===== src/design/sfdm_pkg.sv =====
// ----------------------------------------------------------------------------
// sfdm_pkg
// Types and constants shared by the signed floor divide/modulo unit.
// ----------------------------------------------------------------------------
`default_nettype none

package sfdm_pkg;

	localparam int DATA_WIDTH = 32;

	// Command codes.
	localparam logic CMD_QUOT = 1'b0;
	localparam logic CMD_MOD  = 1'b1;

	// Status codes.
	localparam logic STATUS_OK       = 1'b0;
	localparam logic STATUS_DIV_ZERO = 1'b1;

	typedef struct packed {
		logic signed [DATA_WIDTH-1:0] dividend;
		logic signed [DATA_WIDTH-1:0] divisor;
		logic                         cmd;
	} in_t;

	typedef struct packed {
		logic signed [DATA_WIDTH-1:0] value;
		logic                         status;
	} out_t;

	// Working state carried down the divider pipeline.
	typedef struct packed {
		logic [DATA_WIDTH-1:0] rem;
		logic [DATA_WIDTH-1:0] quo;
		logic [DATA_WIDTH-1:0] mag_divisor;
		logic                  differ;
		logic                  neg_divisor;
		logic                  cmd;
		logic                  div_zero;
	} div_t;

endpackage

`default_nettype wire


===== src/design/sfdm_div_step.sv =====
// ----------------------------------------------------------------------------
// sfdm_div_step
// One registered step of the restoring divider: resolves one quotient bit.
// ----------------------------------------------------------------------------
`default_nettype none

module sfdm_div_step (
	input  wire logic          clk,
	input  wire logic          arst_n,
	input  wire logic          up_valid,
	output logic               up_ready,
	input  wire sfdm_pkg::div_t up_data,
	output logic               dn_valid,
	input  wire logic          dn_ready,
	output sfdm_pkg::div_t     dn_data
);

	logic                            valid_q;
	sfdm_pkg::div_t                  data_q;
	sfdm_pkg::div_t                  next_data;
	logic [sfdm_pkg::DATA_WIDTH-1:0] shifted;
	logic [sfdm_pkg::DATA_WIDTH:0]   trial;
	logic                            fit;

	// For a nonzero divisor, the partial remainder stays below the divisor
	// magnitude, so the shifted value always fits in the data width.
	always_comb begin
		shifted   = {up_data.rem[sfdm_pkg::DATA_WIDTH-2:0],
			up_data.quo[sfdm_pkg::DATA_WIDTH-1]};
		trial     = {1'b0, shifted} - {1'b0, up_data.mag_divisor};
		fit       = ~trial[sfdm_pkg::DATA_WIDTH];
		next_data = up_data;
		next_data.rem = fit ? trial[sfdm_pkg::DATA_WIDTH-1:0] : shifted;
		next_data.quo = {up_data.quo[sfdm_pkg::DATA_WIDTH-2:0], fit};
	end

	assign up_ready = ~valid_q | dn_ready;
	assign dn_valid = valid_q;
	assign dn_data  = data_q;

	always_ff @(posedge clk or negedge arst_n) begin
		if (!arst_n) begin
			valid_q <= 1'b0;
		end else if (up_ready) begin
			valid_q <= up_valid;
		end
	end

	always_ff @(posedge clk) begin
		if (up_ready && up_valid) begin
			data_q <= next_data;
		end
	end

endmodule

`default_nettype wire


===== config.mk =====
export PLATFORM = sky130hd
export DESIGN_NAME = sfdm_div_step
export DESIGN_NICKNAME = d
export VERILOG_FILES = /design/src/design/sfdm_pkg.sv /design/src/design/sfdm_div_step.sv
export SDC_FILE = /design/constraint.sdc
export NUM_CORES = 1
export LEC_CHECK = 0
export CAP_MARGIN = 20
export CORE_AREA = 4 4 97 99
export CTS_CLUSTER_DIAMETER = 60
export DETAILED_ROUTE_END_ITERATION = 8
export DIE_AREA = 0 0 101 103
export DONT_BUFFER_PORTS = 1
export GPL_TIMING_DRIVEN = 0
export PLACE_DENSITY = 0.88
export SKIP_CTS_REPAIR_TIMING = 1
export SLEW_MARGIN = 10
export SYNTH_ARGS = -nofsm -noshare
export SYNTH_HDL_FRONTEND = slang
export SYNTH_SLANG_ARGS = --single-unit

===== constraint.sdc =====
create_clock -name clk -period 3.8 [get_ports clk]
set_input_delay 0.19 -clock clk [delete_from_list [all_inputs] [get_ports clk]]
set_output_delay 0.19 -clock clk [all_outputs]
set_load 0.01 [all_outputs]

==> metrics.txt <==
status complete, no violations; ys async rst share less than 1%; Final setup violation count 0; final hold viol count 0; Vias/cell 6.05; clk sinks 101; TritonCTS clock tree built; # DRC 0; Yosys warning count 0; Fin Hold WS 0.0111 ns; FF+latch count, synth 101; post-synthesis xor/xnor area fraction 4.59%; CP startpoint kind primary input; wire length of the first global-routing pass ~19000 um; setup tns final 0 ns; fin crit period 2.73 ns; initial drt markers 234; max cap viols 0; core area 8550 um^2; clock root cell clkbuf_8; largest family of logic cells by synthesized area compound AO/OA/AOI/OAI gates; via count 3938; post-layout net count 674; RSZ-0062 raised after global routing no; Clock Tree Buf Depth 2; mean area per synthesized cell 11.8 um^2; WP data required slightly below 4 ns; die width just over 100 um; Worst Skew 0.0175 ns; largest net degree at the start of global routing 69; detailed-placement wirelength estimate approximately 10000 um; Max-slew headroom 52.3%; initial antenna violation count 1; Setup CP Type primary input to register; WL/cell 21.7 um; port bufs 0; final worst path period share 71.9%; die area 10400 um^2; CP Data Arrival Time 2.83 ns; Pre-antenna DRT Iters 7; Worst-Margin Slew between 0.7 and 0.8 ns; gr ovfl total 0; Critical Path Fanout Max 10; Core Rows 34; VDD IR max 0.223 mV; sequential area share after synthesis 56.7%; Detailed Route WL 14200 um; Worst-Skew Late Latency 0.37 ns; die height 103 um; clk slew on worst S/H paths 0.11 ns; Max Fclk around 370 MHz; clock buffer count from CTS 9; Total GRT Usage 23.5%; post-route ant nets 0; Main synth FF type edfxtp_1; H-tree levels 3; Hold Crit Class primary input to register; post-synthesis compound-gate area fraction around 15%; P per Cell Area slightly above 400 nW/um^2; synthesis-to-finish area growth 20.3%; fraction of layout cells with a size suffix above 1 9.23%; cell area after synthesis 5340 um^2; final total power roughly 2.6 mW; number of synthesized flops with an enable pin 100; number of global-route vias before repair 3527; post-synthesis mux area share 0.211%; crit path capture type register; Filler Cells Inserted around 520; leakage 2.56 nW; Initial Util 62.4%; multi-input combinational cell area 2030 um^2; io pins 206; Post-Synth Adder-Cell Area 7.88%; Slew Limit Fails 0; FF+latch area 3030 um^2; syn nets 590; post-synthesis simple-gate area fraction 9.87%; Netlist cell types 55; gate count after technology mapping 453; Routability Congestion just under 0.9
## worst paths after layout
check / endpoint / startpoint / cells past startpoint / slack, ns
max: dn_data[74] / up_data[67] / 13 / 1.07
min: dn_data[76] / up_data[75] / 2 / 0.01
max reg2reg: dn_data[59] / dn_valid / 3 / 1.92
min reg2reg: dn_valid / dn_valid / 2 / 0.74
max in group asynchronous: dn_valid / arst_n / 2 / 3.16
min in group asynchronous: dn_valid / arst_n / 2 / 0.54
## synthesized netlist by cell type, drive strengths merged (2+ instances only)
master | instances | area (um^2)
ha | 32 | 400
o211ai | 4 | 30.0
o21ai | 50 | 250
and2 | 5 | 32.5
and3 | 7 | 50.1
o31ai | 2 | 15.0
a21oi | 33 | 165
nor2b | 4 | 25.0
xor2 | 15 | 131
o21bai | 2 | 26.3
nand2b | 6 | 37.5
buf | 9 | 97.6
nand4 | 2 | 12.5
nor3 | 3 | 26.3
nand2 | 53 | 199
clkbuf | 3 | 22.5
a31oi | 4 | 40.0
a211o | 2 | 17.5
nand3 | 10 | 50.1
a211oi | 4 | 42.5
nor2 | 14 | 52.6
o21a | 2 | 15.0
xnor2 | 13 | 114
a21o | 13 | 100
a31o | 4 | 35.0
inv | 40 | 150
edfxtp | 100 | 3000
## cell usage in the layout (no fill, tap or decap), drive strengths merged, types with 12 or more instances in the layout
cell,synthesis,routed
o21ai,50,50
edfxtp,100,100
nand2,53,53
dlygate4sd3,0,72
a21o,13,13
clkbuf,3,12
inv,40,44
ha,32,32
xnor2,13,13
a21oi,33,33
xor2,15,15
nor2,14,14
## through the flow
step | cell area (um^2) | utilization [%] | setup slack [ns] | cells
floorplan | 5340 | - | 0.412 | 453
global placement | 5470 | 64.0 | -0.231 | 561
detailed placement | 5500 | 64.4 | 0.735 | 562
CTS | 5700 | 66.7 | 1.11 | 578
global route | 6420 | 75.1 | 0.937 | 651
finish | 6420 | 75.1 | 1.07 | 651
## final cells by class
class	count	share of cell area (%)
clock inverters	7	1.13
flip-flops and latches	101	47.1
multi-input cells	299	31.6
repair buffers	73	11.7
well taps	108	2.10
plain buffers	13	2.05
inverters	40	2.34
clock buffers	9	1.93
diodes	1	0.0390
## registers in the layout, indices dropped and copies added, names as in the netlist
name,count
dn_data,100
dn_valid,1
## layer usage
layer,vias to the layer above,share of wire [%],GRT usage (%)
li1,1828,-,-
met3,32,10,10.3
met1,1848,36,26.3
met4,0,2.8,7.16
met5,-,0,0
met2,230,51,41.0
## power by group
part           internal [mW]  switching, mW
clock network          0.259          0.413
registers               1.33         0.0744
logic                  0.240          0.297
## worst max-delay path, stage by stage
cell      delay (ns)
inv_1           0.02
ha_1            0.21
fa_1            0.43
nand2b_1        0.18
a21o_1          0.19
a21o_2          0.23
o21bai_4        0.17
a31oi_4         0.15
o311ai_4        0.41
a211oi_4        0.23
buf_6           0.21
nand2_1         0.09
o21ai_0         0.12
## cell families (layout without fill, tap and decap cells)
| logic type | count (synthesis) | count (layout) |
|---|---|---|
| AO/OA/AOI/OAI | 128 | 128 |
| XOR/XNOR | 28 | 28 |
| adder cells (fa/ha/maj) | 33 | 33 |
| buffers and inverters | 53 | 142 |
| flip-flops | 101 | 101 |
| multiplexers | 1 | 1 |
| other | 0 | 1 |
| AND/OR/NAND/NOR | 109 | 109 |
Power figures use the tool's default switching activity.
